## src/rtl/core/ipps_pkg.sv

```systemverilog
`timescale 1ns / 1ps
// ----------------------------------------------------------------------------
// ipps_pkg: shared types and constants of the sensor packet parser
// Holds the header characters, register codes, field widths and the
// command and status bundles that pass between controller and datapath.
// ----------------------------------------------------------------------------
package ipps_pkg;

    localparam int MAX_WORDS = 15;
    localparam int IDX_W     = 4;
    localparam int LEN_W     = 6;
    localparam int SUM_W     = 16;

    localparam logic [7:0] HDR_S = 8'h73;
    localparam logic [7:0] HDR_N = 8'h6E;
    localparam logic [7:0] HDR_P = 8'h70;

    localparam logic [SUM_W-1:0] HDR_SUM = SUM_W'(16'h0073 + 16'h006E + 16'h0070);

    localparam logic [7:0] ADDR_ACCEL = 8'h65;
    localparam logic [7:0] ADDR_GYRO  = 8'h61;
    localparam logic [7:0] ADDR_QUAT  = 8'h6D;

    localparam logic [1:0] KIND_OTHER = 2'd0;
    localparam logic [1:0] KIND_ACCEL = 2'd1;
    localparam logic [1:0] KIND_GYRO  = 2'd2;
    localparam logic [1:0] KIND_QUAT  = 2'd3;

    // Commands from the controller; each is already qualified by the handshake.
    typedef struct packed {
        logic init_sum;
        logic ld_type;
        logic ld_addr;
        logic ld_data;
        logic ld_chk_hi;
        logic clr_emit;
        logic ld_single;
        logic ld_word;
    } cmd_t;

    // Status from the datapath.
    typedef struct packed {
        logic is_s;
        logic is_n;
        logic is_p;
        logic len_zero;
        logic data_done;
        logic sum_match;
        logic words_zero;
        logic word_last;
        logic out_free;
    } sts_t;

    function automatic logic [1:0] kind_of(input logic [7:0] addr);
        logic [1:0] k;
        begin
            k = KIND_OTHER;
            if (addr == ADDR_ACCEL)
            begin
                k = KIND_ACCEL;
            end
            else if (addr == ADDR_GYRO)
            begin
                k = KIND_GYRO;
            end
            else if (addr == ADDR_QUAT)
            begin
                k = KIND_QUAT;
            end
            return k;
        end
    endfunction

endpackage

```

## src/rtl/core/ipps_dp.sv

```systemverilog
`timescale 1ns / 1ps
// ----------------------------------------------------------------------------
// ipps_dp: packet parser datapath
// Captures type and address, sums the packet, assembles payload words into
// a small store and holds the result register of the output channel.
// ----------------------------------------------------------------------------
module ipps_dp (
    input  logic               clk,
    input  logic               rst_n,
    input  logic [7:0]         rx_byte,
    input  ipps_pkg::cmd_t     cmd,
    output ipps_pkg::sts_t     sts,
    input  logic               res_stall,
    output logic               res_valid,
    output logic               packet_ok,
    output logic [7:0]         reg_address,
    output logic [7:0]         type_byte,
    output logic               word_valid,
    output logic [3:0]         word_index,
    output logic [31:0]        data_word,
    output logic [1:0]         reg_kind,
    output logic               last
);
    import ipps_pkg::*;

    logic [7:0]       type_reg;
    logic [7:0]       addr_reg;
    logic [LEN_W-1:0] len_reg;
    logic [LEN_W-1:0] cnt_reg;
    logic [SUM_W-1:0] sum_reg;
    logic [7:0]       chk_hi_reg;
    logic [23:0]      acc_reg;
    logic [IDX_W-1:0] idx_reg;
    logic [31:0]      payload_mem [0:MAX_WORDS-1];

    logic             res_valid_reg;
    logic             ok_reg;
    logic [7:0]       res_addr_reg;
    logic [7:0]       res_type_reg;
    logic             wvalid_reg;
    logic [IDX_W-1:0] windex_reg;
    logic [31:0]      word_reg;
    logic             last_reg;

    logic [IDX_W-1:0] words;
    logic [IDX_W-1:0] wr_idx;
    logic [LEN_W:0]   cnt_inc;
    logic [LEN_W-1:0] len_next;

    assign words   = len_reg[LEN_W-1:2];
    assign wr_idx  = cnt_reg[LEN_W-1:2];
    assign cnt_inc = {1'b0, cnt_reg} + {{LEN_W{1'b0}}, 1'b1};

    always_comb
    begin
        if (rx_byte[7])
        begin
            len_next = rx_byte[6] ? {rx_byte[5:2], 2'b00} : LEN_W'(4);
        end
        else
        begin
            len_next = '0;
        end
    end

    always_comb
    begin
        sts.is_s       = (rx_byte == HDR_S);
        sts.is_n       = (rx_byte == HDR_N);
        sts.is_p       = (rx_byte == HDR_P);
        sts.len_zero   = (len_reg == '0);
        sts.data_done  = (cnt_inc >= {1'b0, len_reg});
        sts.sum_match  = ({chk_hi_reg, rx_byte} == sum_reg);
        sts.words_zero = (words == '0);
        sts.word_last  = (idx_reg == (words - IDX_W'(1)));
        sts.out_free   = !res_valid_reg || !res_stall;
    end

    // Parse registers and running sum.
    always_ff @(posedge clk)
    begin
        if (cmd.init_sum)
        begin
            sum_reg <= HDR_SUM;
        end
        else if (cmd.ld_type || cmd.ld_addr || cmd.ld_data)
        begin
            sum_reg <= sum_reg + {8'h00, rx_byte};
        end

        if (cmd.ld_type)
        begin
            type_reg <= rx_byte;
            len_reg  <= len_next;
        end

        if (cmd.ld_addr)
        begin
            addr_reg <= rx_byte;
            cnt_reg  <= '0;
        end
        else if (cmd.ld_data)
        begin
            cnt_reg <= cnt_inc[LEN_W-1:0];
            acc_reg <= {acc_reg[15:0], rx_byte};
        end

        if (cmd.ld_chk_hi)
        begin
            chk_hi_reg <= rx_byte;
        end

        if (cmd.clr_emit)
        begin
            idx_reg <= '0;
        end
        else if (cmd.ld_word)
        begin
            idx_reg <= idx_reg + IDX_W'(1);
        end
    end

    // A word is written once, on its fourth byte.
    always_ff @(posedge clk)
    begin
        if (cmd.ld_data && (cnt_reg[1:0] == 2'b11) && (wr_idx < IDX_W'(MAX_WORDS)))
        begin
            payload_mem[wr_idx] <= {acc_reg, rx_byte};
        end
    end

    // Result register.
    always_ff @(posedge clk or negedge rst_n)
    begin
        if (!rst_n)
        begin
            res_valid_reg <= 1'b0;
        end
        else if (cmd.ld_single || cmd.ld_word)
        begin
            res_valid_reg <= 1'b1;
        end
        else if (!res_stall)
        begin
            res_valid_reg <= 1'b0;
        end
    end

    // Address and type are copied so that the next packet can be parsed
    // while a result still waits.
    always_ff @(posedge clk)
    begin
        if (cmd.ld_single)
        begin
            ok_reg       <= sts.sum_match;
            res_addr_reg <= addr_reg;
            res_type_reg <= type_reg;
            wvalid_reg   <= 1'b0;
            windex_reg   <= '0;
            word_reg     <= '0;
            last_reg     <= 1'b1;
        end
        else if (cmd.ld_word)
        begin
            ok_reg       <= 1'b1;
            res_addr_reg <= addr_reg;
            res_type_reg <= type_reg;
            wvalid_reg   <= 1'b1;
            windex_reg   <= idx_reg;
            word_reg     <= payload_mem[idx_reg];
            last_reg     <= sts.word_last;
        end
    end

    assign res_valid   = res_valid_reg;
    assign packet_ok   = ok_reg;
    assign reg_address = res_addr_reg;
    assign type_byte   = res_type_reg;
    assign word_valid  = wvalid_reg;
    assign word_index  = windex_reg;
    assign data_word   = word_reg;
    assign reg_kind    = kind_of(res_addr_reg);
    assign last        = last_reg;

endmodule

```

## src/rtl/core/ipps_ctrl.sv

```systemverilog
`timescale 1ns / 1ps
// ----------------------------------------------------------------------------
// ipps_ctrl: packet parser controller
// Walks the packet format byte by byte and sequences the emission of the
// stored payload words into the result register.
// ----------------------------------------------------------------------------
module ipps_ctrl (
    input  logic           clk,
    input  logic           rst_n,
    input  logic           rx_valid,
    output logic           rx_stall,
    input  ipps_pkg::sts_t sts,
    output ipps_pkg::cmd_t cmd
);
    import ipps_pkg::*;

    typedef enum logic [3:0] {
        ST_WAIT_S,
        ST_WAIT_N,
        ST_WAIT_P,
        ST_TYPE,
        ST_ADDR,
        ST_DATA,
        ST_CHK_HI,
        ST_CHK_LO,
        ST_EMIT
    } state_t;

    state_t state_reg;
    state_t state_next;
    logic   take;

    // The last checksum byte must wait until the result register can load.
    assign rx_stall = (state_reg == ST_EMIT) || ((state_reg == ST_CHK_LO) && !sts.out_free);
    assign take     = rx_valid && !rx_stall;

    always_comb
    begin
        state_next = state_reg;
        cmd        = '0;
        case (state_reg)
            ST_WAIT_S:
            begin
                if (take)
                begin
                    state_next = sts.is_s ? ST_WAIT_N : ST_WAIT_S;
                end
            end
            ST_WAIT_N:
            begin
                if (take)
                begin
                    state_next = sts.is_n ? ST_WAIT_P : ST_WAIT_S;
                end
            end
            ST_WAIT_P:
            begin
                if (take)
                begin
                    cmd.init_sum = sts.is_p;
                    state_next   = sts.is_p ? ST_TYPE : ST_WAIT_S;
                end
            end
            ST_TYPE:
            begin
                if (take)
                begin
                    cmd.ld_type = 1'b1;
                    state_next  = ST_ADDR;
                end
            end
            ST_ADDR:
            begin
                if (take)
                begin
                    cmd.ld_addr = 1'b1;
                    state_next  = sts.len_zero ? ST_CHK_HI : ST_DATA;
                end
            end
            ST_DATA:
            begin
                if (take)
                begin
                    cmd.ld_data = 1'b1;
                    if (sts.data_done)
                    begin
                        state_next = ST_CHK_HI;
                    end
                end
            end
            ST_CHK_HI:
            begin
                if (take)
                begin
                    cmd.ld_chk_hi = 1'b1;
                    state_next    = ST_CHK_LO;
                end
            end
            ST_CHK_LO:
            begin
                if (take)
                begin
                    if (!sts.sum_match || sts.words_zero)
                    begin
                        cmd.ld_single = 1'b1;
                        state_next    = ST_WAIT_S;
                    end
                    else
                    begin
                        cmd.clr_emit = 1'b1;
                        state_next   = ST_EMIT;
                    end
                end
            end
            ST_EMIT:
            begin
                if (sts.out_free)
                begin
                    cmd.ld_word = 1'b1;
                    if (sts.word_last)
                    begin
                        state_next = ST_WAIT_S;
                    end
                end
            end
            default:
            begin
                state_next = ST_WAIT_S;
            end
        endcase
    end

    always_ff @(posedge clk or negedge rst_n)
    begin
        if (!rst_n)
        begin
            state_reg <= ST_WAIT_S;
        end
        else
        begin
            state_reg <= state_next;
        end
    end

endmodule

```

## src/rtl/core/imu_packet_parser_sum16.sv

```systemverilog
`timescale 1ns / 1ps
// ----------------------------------------------------------------------------
// imu_packet_parser_sum16: sensor link packet parser with 16-bit sum check
//
//   channel | direction | handshake            | payload
//   rx      | in        | rx_valid / rx_stall  | rx_byte
//   res     | out       | res_valid / res_stall| packet_ok .. last
//
// Each byte takes one cycle while a packet is being parsed, but a stalled
// result register holds the emission and, at the last checksum byte, the
// input. When the last checksum byte is taken, a good packet with N words
// holds off input while the controller moves the stored words into the
// result register; a bad or empty packet gives its single result at once.
// Reset clears the controller and the result valid flag.
// ----------------------------------------------------------------------------
module imu_packet_parser_sum16 (
    input  logic        clk,
    input  logic        rst_n,
    input  logic        rx_valid,
    output logic        rx_stall,
    input  logic [7:0]  rx_byte,
    output logic        res_valid,
    input  logic        res_stall,
    output logic        packet_ok,
    output logic [7:0]  reg_address,
    output logic [7:0]  type_byte,
    output logic        word_valid,
    output logic [3:0]  word_index,
    output logic [31:0] data_word,
    output logic [1:0]  reg_kind,
    output logic        last
);
    import ipps_pkg::*;

    cmd_t cmd;
    sts_t sts;

    ipps_ctrl u_ctrl (
        .clk      (clk),
        .rst_n    (rst_n),
        .rx_valid (rx_valid),
        .rx_stall (rx_stall),
        .sts      (sts),
        .cmd      (cmd)
    );

    ipps_dp u_dp (
        .clk         (clk),
        .rst_n       (rst_n),
        .rx_byte     (rx_byte),
        .cmd         (cmd),
        .sts         (sts),
        .res_stall   (res_stall),
        .res_valid   (res_valid),
        .packet_ok   (packet_ok),
        .reg_address (reg_address),
        .type_byte   (type_byte),
        .word_valid  (word_valid),
        .word_index  (word_index),
        .data_word   (data_word),
        .reg_kind    (reg_kind),
        .last        (last)
    );

endmodule

```

## config.mk

```make
export PLATFORM = sky130hd
export DESIGN_NAME = imu_packet_parser_sum16
export DESIGN_NICKNAME = d
export VERILOG_FILES = /design/src/rtl/core/ipps_pkg.sv /design/src/rtl/core/ipps_dp.sv /design/src/rtl/core/ipps_ctrl.sv /design/src/rtl/core/imu_packet_parser_sum16.sv
export SDC_FILE = /design/constraint.sdc
export NUM_CORES = 1
export LEC_CHECK = 0
export ABC_CLOCK_PERIOD_IN_PS = 5000
export CAP_MARGIN = 10
export CORE_UTILIZATION = 55
export DETAILED_ROUTE_END_ITERATION = 7
export DONT_BUFFER_PORTS = 1
export GPL_TIMING_DRIVEN = 0
export PLACE_DENSITY = 0.83
export SYNTH_ARGS = -nofsm -noshare
export SYNTH_HDL_FRONTEND = slang
export SYNTH_SLANG_ARGS = --single-unit
```

## constraint.sdc

```tcl
create_clock -name clk -period 5 [get_ports clk]
set_clock_uncertainty 0.05 [all_clocks]
set_input_delay 0.5 -clock clk [delete_from_list [all_inputs] [get_ports clk]]
set_output_delay 0.5 -clock clk [all_outputs]
set_load 0.005 [all_outputs]
```

# Word level (Yosys, flattened, before mapping)
# Memories as Yosys holds them, arrays and structs flattened. A register that Yosys moved wholly into a read port is not among the register bits.
# Index checks and enable logic that the tools add are counted.
[totals]
n_memories = 1
ff_bits = 108
out_inout_bits = 59
mem_bits_rw = 480
elab_cells = 120
input_bits = 12
[memory_table]
columns = ["name", "words", "word_bits", "rd", "rd_clocked_by_memory_dff", "wr", "line", "rtl"]
rows = [
  ["u_dp.payload_mem", 15, 32, 1, 1, 1, "ipps_dp.sv:34", "logic [31:0] payload_mem [0:MAX_WORDS-1];"],
]
[classes]
muxes = 44
reduce_logical = 22
n_lt_le_gt_ge = 2
add_sub_neg = 4
eq_ne = 29
bitwise = 1
[ops]
columns = ["operator", "n"]
rows = [
  ["8-bit by 7-bit equality test with 1-bit output (second input constant)", 6],
  ["4-bit 2-to-1 mux", 12],
  ["4-bit case mux with 9 select lines", 1],
  ["8-bit 2-to-1 mux", 4],
  ["2-bit by 1-bit != test with 1-bit output (second input constant)", 10],
  ["1-bit 2-to-1 mux", 18],
  ["16-bit by 8-bit adder with 16-bit output", 1],
  ["16-bit equality test", 1],
  ["4-bit by 3-bit equality test with 1-bit output (second input constant)", 4],
  ["2-bit 2-to-1 mux", 8],
  ["11-bit AND reduction", 1],
  ["4-bit by 2-bit equality test with 1-bit output (second input constant)", 2],
  ["4-bit logical NOT", 2],
  ["6-bit by 1-bit adder with 7-bit output (second input constant)", 1],
  ["7-bit by 6-bit greater-or-equal comparator with 1-bit output", 1],
  ["6-bit logical NOT", 1],
  ["1-bit logical OR", 6],
  ["1-bit logical NOT", 5],
  ["4-bit by 1-bit adder with 4-bit output (second input constant)", 1],
  ["4-bit by 1-bit equality test with 1-bit output (second input constant)", 1],
  ["4-bit equality test", 1],
  ["4-bit equality test (second input constant)", 1],
  ["1-bit logical AND", 4],
  ["4-bit < comparator (second input constant)", 1],
  ["other kinds (7)", 9],
]

# Longest topological paths before layout
# Gate-level depths: netlist (run 1).
[logic_depth]
word_depth = 13
mapped_depth = 9
mapped_depth_nobuf = 9

# Hierarchy
# A second synthesis (run 1) with hierarchy kept.
[hier_totals]
hier_cells = 1300
area_unflattened_um2 = 23861.6
[by_module_without_submodules]
columns = ["mod", "cells_each", "area_each_um2", "seq_area_each_um2", "n_inst"]
rows = [
  ["ipps_dp", 1254, 23495.0, 17792.1, 1],
  ["ipps_ctrl", 46, 366.6, 100.1, 1],
]

# Least setup slack after synthesis (run 1)
# No wires, ideal clock.
[synth_path]
path_type = "register to register"
from = "reg u_ctrl.state_reg[2]"
to = "mem u_dp.payload_mem[0][0] (enable)"
stages_incl_launch_ff = 8
setup_slack_ns = 0.345
required_time_ns = 4.489
path_buffers = 2
setup_ns = 0.461
period_less_slack_ns = 4.655
arrival_time_ns = 4.144
cell_sequence = "dfrtp_1 > buf_2 > nor4bb_1 > and2_1 > buf_2 > nand2_1 > or3_1 > nor3_1"
[synth_between]
elab_chain_len = 11
elab_cells_between_ends = 13
cone_classes = "eq/ne (3); mux (4); reduce/logical (6)"
[synth_rtl]
columns = ["element", "line", "rtl"]
rows = [
  ["start: declaration", "ipps_ctrl.sv:29", "state_t state_reg;"],
  ["start signal: assignment", "ipps_ctrl.sv:141", "state_reg <= state_next;"],
  ["4-bit by 3-bit equality test with 1-bit output", "ipps_ctrl.sv:34", "assign rx_stall = (state_reg == ST_EMIT) || ((state_reg == ST_CHK_LO) && !sts.out_free);"],
  ["1-bit logical AND", "ipps_ctrl.sv:34", ""],
  ["1-bit logical OR", "ipps_ctrl.sv:34", ""],
  ["1-bit logical NOT", "ipps_ctrl.sv:35", "assign take = rx_valid && !rx_stall;"],
  ["1-bit logical AND", "ipps_ctrl.sv:35", ""],
  ["1-bit 2-to-1 mux", "ipps_ctrl.sv:82", "if (take)"],
  ["1-bit 2-to-1 mux (*)", "ipps_ctrl.sv:41", "case (state_reg)"],
  ["1-bit logical AND (*) (2 in a row)", "ipps_dp.sv:126", "if (cmd.ld_data && (cnt_reg[1:0] == 2'b11) && (wr_idx < IDX_W'(MAX_WORDS)))"],
  ["1-bit 2-to-1 mux (*)", "ipps_dp.sv:126", ""],
  ["1-bit 2-to-1 mux (implied by the code) (*)", "ipps_dp.sv:128", "payload_mem[wr_idx] <= {acc_reg, rx_byte};"],
  ["end: declaration", "ipps_dp.sv:34", ""],
]
# Every way passes the cells marked *; elsewhere a longest branch is shown, timed or not.

# Worst setup path after layout (run 1)
[layout_path]
from = "reg u_ctrl.state_reg[0]"
to = "mem u_dp.payload_mem[1][11] (enable)"
# Same word-level chain as after synthesis.

==> metrics, run 1 <==
share of synthesized flip-flops with an asynchronous set or reset 0.809%; GR Overflow Total 0; class of the most critical hold timing path in2reg; Pwr per Cell Area 508 nW/um^2; filler cell count 2792; crit end category register; final antenna-violating net count 0; Std-Cell Core Area 42400 um^2; count of state elements after synthesis 618; area share of the leading cell type in the synthesized netlist 69.0%; Port Buffer Count 0; end of the worst register-to-register path u_dp.payload_mem[1][11]$_DFFE_PP_; RePlAce Congestion 0.855; total instance count after detailed placement 1968; area taken by multi-input logic gates 5730 um^2; start of the worst register-to-register path u_ctrl.state_reg[0]$_DFFE_PN0P_; final routed DRC violation total 0; distinct cell type count after synthesis 58; CTS Buffer Depth 3; effective utilization at floorplan 56.3%; share of the cycle needed by the critical path after routing 82.2%; hold path start rx_byte[3]; MaxCap Viol Count 0; final hold violations 0; total wirelength of the detailed-routed design 59600 um; sequential fraction of the synthesis area 74.9%; count of non-filler cells in the finished layout 2086; routed len/inst 28.6 um; clock insertion delay at the later pin of the skew report 610 ps; R2R setup slack 890 ps; Clock H-tree levels 2; yosys warns 0; commonest cells in the netlist edfxtp_1 (549), mux2i_1 (97), nand2_1 (88); cell taking the most area after synthesis edfxtp_1; detailed-route via count 13500; slew margin rel. 23.9%; number of top-level pins 71; most common cell in the synthesized netlist edfxtp_1; total area of sequential cells 17900 um^2; worst hold stages 1; top area cells in the synthesized netlist edfxtp_1 (69%), dfxtp_1 (5.4%), mux4_2 (5.0%); end point of the worst hold path u_dp.len_reg[3]$_SDFFCE_PN0P_; synthesized netlist cell count 1365; source of the critical timing path u_ctrl.state_reg[0]$_DFFE_PN0P_; HPWL after detailed placement 36000 um; standard-cell rows 75; nets 1489; Mean Syn Cell Area 17.5 um^2; Final Max Slew Viols 0; netlist area before placement 23900 um^2; slew at the pin closest to its max-slew limit 1140 ps; number of iterations in the first detailed-routing pass 8; DRC violation total after the first TritonRoute iteration 1923; leakage power summed over all cells 8.98 nW; post-synthesis to final-layout area growth 13.6%; number of gates given a new drive strength after cts 0; clock-pin slew on the worst setup and hold paths 60 ps; number of flip-flops under the largest register name 480; count of inserted antenna diode cells 0; Worst EP required 5260 ps; status complete, no violations; total power consumption of the routed design 0.0138 W; Die Footprint 44300 um^2; cts-stage hold buffer count 9; pin count of the biggest net entering global routing 31; unrepaired setup endpoints after global routing no; maximum ir drop on the vdd rail 0.280 mV; startpoint type of the worst setup path register; logic depth of the worst register-to-register path 8; min cycle time layout 4110 ps; number of clock buffers inserted by TritonCTS 58; layout cell share with drive strength beyond 1 18.4%; vias in the first global route 13800; syn_nets 1393; drt via density 6.49; Top FF cell, synth edfxtp_1; buffer count from post-CTS setup fixing 0; final core utilization 63.9%; Global Route Usage Sum 27.3%; y dimension of the die 210 um; setup violators final 0; CTS Sinks 618; global-route wire length before repair 87400 um; CTS root buffer clkbuf_16; chip width 210 um; top fanout value on the critical path 30; Max Clk Rate 243 MHz; Crit path arrival time 4370 ps; antenna violations before repair 0; Fin Hold WS 67.2 ps; clock tree from TritonCTS yes; Setup Crit Path Kind reg2reg; Post-synth EDFFs 549
==> final cells by class <==
type,count,area share [%]
flip-flops and latches,618,66.0
multi-input cells,663,21.1
clock buffers,78,5.82
well taps,577,2.66
repair buffers,36,1.79
clock inverters,30,1.26
plain buffers,74,1.22
inverters,10,0.138
==> stage by stage <==
stage          setup TNS [ps]  area [um^2]  worst slack (ps)
2_1_floorplan               0        23900               345
3_3_place_gp          -462150        24600             -2710
3_5_place_dp                0        25100               968
4_1_cts                     0        27100               903
5_1_grt                     0        27100               700
6_report                    0        27100               888
==> worst max-delay path: stages, from the launching register on <==
cell and delay [ps]:
dfrtp_1 320, clkbuf_1 300, nor4bb_1 380, and2_1 180, buf_2 670, nand4b_1 520
nor3_2 890, buf_6 280, buf_6 200
==> worst max-delay path by stage <==
stage / endpoint / slack, ps / cells past startpoint
CTS: u_dp.payload_mem[1][29]$_DFFE_PP_ / 900 / 8
detailed placement: u_dp.payload_mem[1][13]$_DFFE_PP_ / 970 / 8
finish: u_dp.payload_mem[1][11]$_DFFE_PP_ / 890 / 8
global placement: u_dp.payload_mem[0][16]$_DFFE_PP_ / -2710 / 7
floorplan: u_dp.payload_mem[0][0]$_DFFE_PP_ / 350 / 7
global route: u_dp.payload_mem[1][13]$_DFFE_PP_ / 700 / 8
==> power breakdown <==
| part | leakage, nW | switching (W) | internal, W |
|---|---|---|---|
| clock network | 0.941 | 0.00187 | 0.00258 |
| logic | 2.51 | 0.00198 | 0.00134 |
| registers | 5.53 | 0.000218 | 0.00579 |
| total | 8.98 | 0.00406 | 0.00970 |
==> metal layers <==
metal / track usage [%] / up-vias / routed length [um]
met2: 44.7 / 968 / 29200
met4: 12.6 / 0 / 2520
met3: 6.42 / 173 / 6420
met1: 34.8 / 6797 / 21400
li1: - / 5610 / -
met5: 0 / - / 0
==> kinds of logic (layout without fill, tap and decap cells) <==
group	after synthesis	count (layout)	synth area share [%]
buf+inv	84	228	1.54
flops	618	618	74.9
simple gates	245	245	4.74
mux	205	205	11.7
fa+ha+maj	16	16	0.870
compound gates	159	159	4.88
xor+xnor	38	38	1.39
==> placed cells by master (no fill, tap or decap), types with 9 or more instances in the layout <==
master	count
a21oi_1	19
a221oi_1	11
a222oi_1	31
buf_12	9
buf_2	24
buf_6	14
clkbuf_1	57
clkbuf_16	59
clkinv_2	15
dfxtp_1	64
dlygate4sd3_1	9
edfxtp_1	549
ha_1	15
inv_1	10
mux2_2	55
mux2i_1	97
mux4_2	53
nand2_1	88
nand2b_1	10
nand3_1	10
nor2_1	68
nor2_4	11
nor3_1	9
o21ai_0	38
o221ai_1	21
o22ai_1	12
xnor2_1	25
xor2_1	13
Power figures use the tool's default switching activity.
==> inputs of run 2 (changes only) <==
ABC_CLOCK_PERIOD_IN_PS = 4100   (was 5000)
PLACE_DENSITY = 0.8   (was 0.83)
clock period = 4.1 ns   (was 5 ns; I/O delays follow)
==> run 2 against run 1 <==
  * Routed wire length shrank 2.2%
  * Die area unchanged
  * Largest cell class unchanged
  * Global-route usage down 0.60 points
  * The flow now finishes with violations (design-rule violations)
  * Clock power increased by 20%
  * First-iteration DRC count is 6.2% higher
  * Flip-flop and latch count stayed put
  * Count of clock-buffer cells in the layout grew 6
==> metrics, run 2 (synthesis gave the netlist of run 1 again) <==
status finished, violations left; failing checks design-rule violations; drt via density 6.44 (-0.87%); end of the worst register-to-register path u_dp.payload_mem[4][15]$_DFFE_PP_; class of the most critical hold timing path in2reg; Setup Crit Path Kind reg2reg; clock-pin slew on the worst setup and hold paths 70 ps (about the same); number of flip-flops under the largest register name 480 (unchanged); MaxCap Viol Count 0 (unchanged); most frequent cells in the layout edfxtp_1 (549), mux2i_1 (97), nand2_1 (88); worst hold stages 1 (unchanged); Worst EP required 4340 ps (-920 ps); filler cell count 2778 (-0.50%); Global Route Usage Sum 26.7% (-0.60 points); Port Buffer Count 0 (unchanged); share of the cycle needed by the critical path after routing 93.0% (+11 points); logic depth of the worst register-to-register path 8 (unchanged); end point of the worst hold path u_dp.len_reg[5]$_SDFFCE_PN0P_; number of clock buffers inserted by TritonCTS 56 (-3.4%); hold path start rx_byte[6]; top fanout value on the critical path 30 (unchanged); final routed DRC violation total 1 (+1); clock insertion delay at the later pin of the skew report 600 ps (about the same); final hold violations 0 (unchanged); final core utilization 64.1% (+0.12 points); number of iterations in the first detailed-routing pass 8 (unchanged); Clock H-tree levels 2 (unchanged); Final Max Slew Viols 0 (unchanged); CTS Sinks 618 (unchanged); CTS root buffer clkbuf_16; number of top-level pins 71 (unchanged); count of inserted antenna diode cells 0 (unchanged); Max Clk Rate 262 MHz (+7.9%); leakage power summed over all cells 8.93 nW (-0.59%); Sum Neg Setup Slack 0 ps (unchanged); unrepaired setup endpoints after global routing no; vias in the first global route 13700 (-0.85%); start of the worst register-to-register path u_ctrl.state_reg[0]$_DFFE_PN0P_; clock tree from TritonCTS yes; Critical Path Slowest Stage Cell nor2_4; CTS Buffer Depth 3 (unchanged); leading cell type in the layout, fill and taps excluded edfxtp_1; detailed-route via count 13400 (-1.0%); Std-Cell Core Area 42400 um^2 (unchanged); crit end category register; antenna violations before repair 0 (unchanged); maximum ir drop on the vdd rail 0.397 mV (+42%); R2R setup slack 290 ps (-600 ps); area taken by multi-input logic gates 5760 um^2 (+0.44%); chip width 210 um (unchanged); standard-cell rows 75 (unchanged); min cycle time layout 3810 ps (-301 ps); Crit path arrival time 4050 ps (-320 ps); routed len/inst 28.0 um (-2.0%); peak per-stage delay on the critical path 630 ps (-260 ps); total wirelength of the detailed-routed design 58300 um (-2.2%); setup violators final 0 (unchanged); nets 1488 (-0.067%); effective utilization at floorplan 56.3% (unchanged); startpoint type of the worst setup path register; final antenna-violating net count 0 (unchanged); global-route wire length before repair 85400 um (-2.3%); DRC violation total after the first TritonRoute iteration 2043 (+6.2%); Pwr per Cell Area 613 nW/um^2 (+21%); post-synthesis to final-layout area growth 13.8%; RePlAce Congestion 0.864 (+1.0%); pin count of the biggest net entering global routing 31 (unchanged); layout cell share with drive strength beyond 1 18.0% (-0.43 points); slew at the pin closest to its max-slew limit 1180 ps (+40.5 ps); cell chain of the critical path clkbuf_1, nor4bb_1, and2_1, clkbuf_4, nand2_1, or3_1, nor2_4, buf_12; GR Overflow Total 0 (unchanged); Die Footprint 44300 um^2 (unchanged); total area of sequential cells 17900 um^2 (unchanged); HPWL after detailed placement 35700 um (-0.94%); y dimension of the die 210 um (unchanged); slew margin rel. 21.0% (-2.9 points)
-- run 2: cell count changes in the layout (fill, tap and decap cells not counted), moves of 2 or more --
| cell | delta |
|---|---|
| buf_12 | +2 |
| buf_6 | -10 |
| buf_8 | +10 |
| clkbuf_16 | -2 |
| clkbuf_8 | +7 |
| clkinv_1 | +2 |
| clkinv_2 | -12 |
| clkinv_4 | -2 |
| clkinvlp_4 | +4 |
| nor3_2 | -4 |
| nor3_4 | +4 |
-- run 2: timing repair --
item                                    in CTS  in global routing
hold buffers                                10                  0
buffers inserted                             1                  4
endpoints found under the hold margin      161                  0
pin swaps                                    1                  1
resized for setup                            0                  1
endpoints found under the setup margin      12                 48
-- run 2: cell type report --
type,count,area share (%)
Tap cell,577,2.66
Multi-Input combinational cell,663,21.2
Clock buffer,84,5.99
Buffer,74,1.22
Timing Repair Buffer,37,1.98
Inverter,10,0.138
Sequential cell,618,65.8
Clock inverter,20,0.967
-- run 2: metrics by stage --
step	hold slack, ps	std cells	power [W]	cell area (um^2)	worst slack, ps
final	27.9	2083	0.0167	27200	288
after global routing	20.1	2083	0.0172	27200	131
after CTS	0.354	2079	0.0167	27100	78.4
after detailed placement	64.7	1964	0.0113	25100	-45.6
after global placement	64.6	1942	0.0112	24600	-1970
after floorplan	64.4	1365	0.0101	23900	302
-- run 2: critical path, delay by kind of cell (launching register included) --
kind,cells,cell delay [ps]
flops,1,340
buf+inv,3,1100
simple gates,5,1990
-- run 2: where the power goes --
group          leakage [nW]  switching, W  internal (W)
Clock                 0.898       0.00221       0.00312
Combinational          2.50       0.00238       0.00163
Sequential             5.53      0.000275       0.00706
Total                  8.93       0.00486        0.0118
-- run 2: layer usage --
layer	track usage, %	up-vias	part of all wire (%)
met1	33.2	6738	35
li1	-	5594	-
met5	0	-	0
met3	6.69	174	11
met4	11.4	0	4.1
met2	44.7	905	50
-- run 2: how the worst max path moves through the flow --
| stage | startpoint | endpoint | slack (ps) | cells past startpoint |
|---|---|---|---|---|
| 2_1_floorplan | u_ctrl.state_reg[2]$_DFFE_PN0P_ | u_dp.payload_mem[12][0]$_DFFE_PP_ | 300 | 7 |
| 3_3_place_gp | u_ctrl.state_reg[0]$_DFFE_PN0P_ | u_dp.payload_mem[4][31]$_DFFE_PP_ | -1970 | 7 |
| 3_5_place_dp | u_ctrl.state_reg[0]$_DFFE_PN0P_ | u_dp.payload_mem[0][15]$_DFFE_PP_ | -50 | 9 |
| 4_1_cts | u_ctrl.state_reg[0]$_DFFE_PN0P_ | u_dp.payload_mem[4][14]$_DFFE_PP_ | 80 | 8 |
| 5_1_grt | u_ctrl.state_reg[0]$_DFFE_PN0P_ | u_dp.payload_mem[4][19]$_DFFE_PP_ | 130 | 8 |
| 6_report | u_ctrl.state_reg[0]$_DFFE_PN0P_ | u_dp.payload_mem[4][15]$_DFFE_PP_ | 290 | 8 |
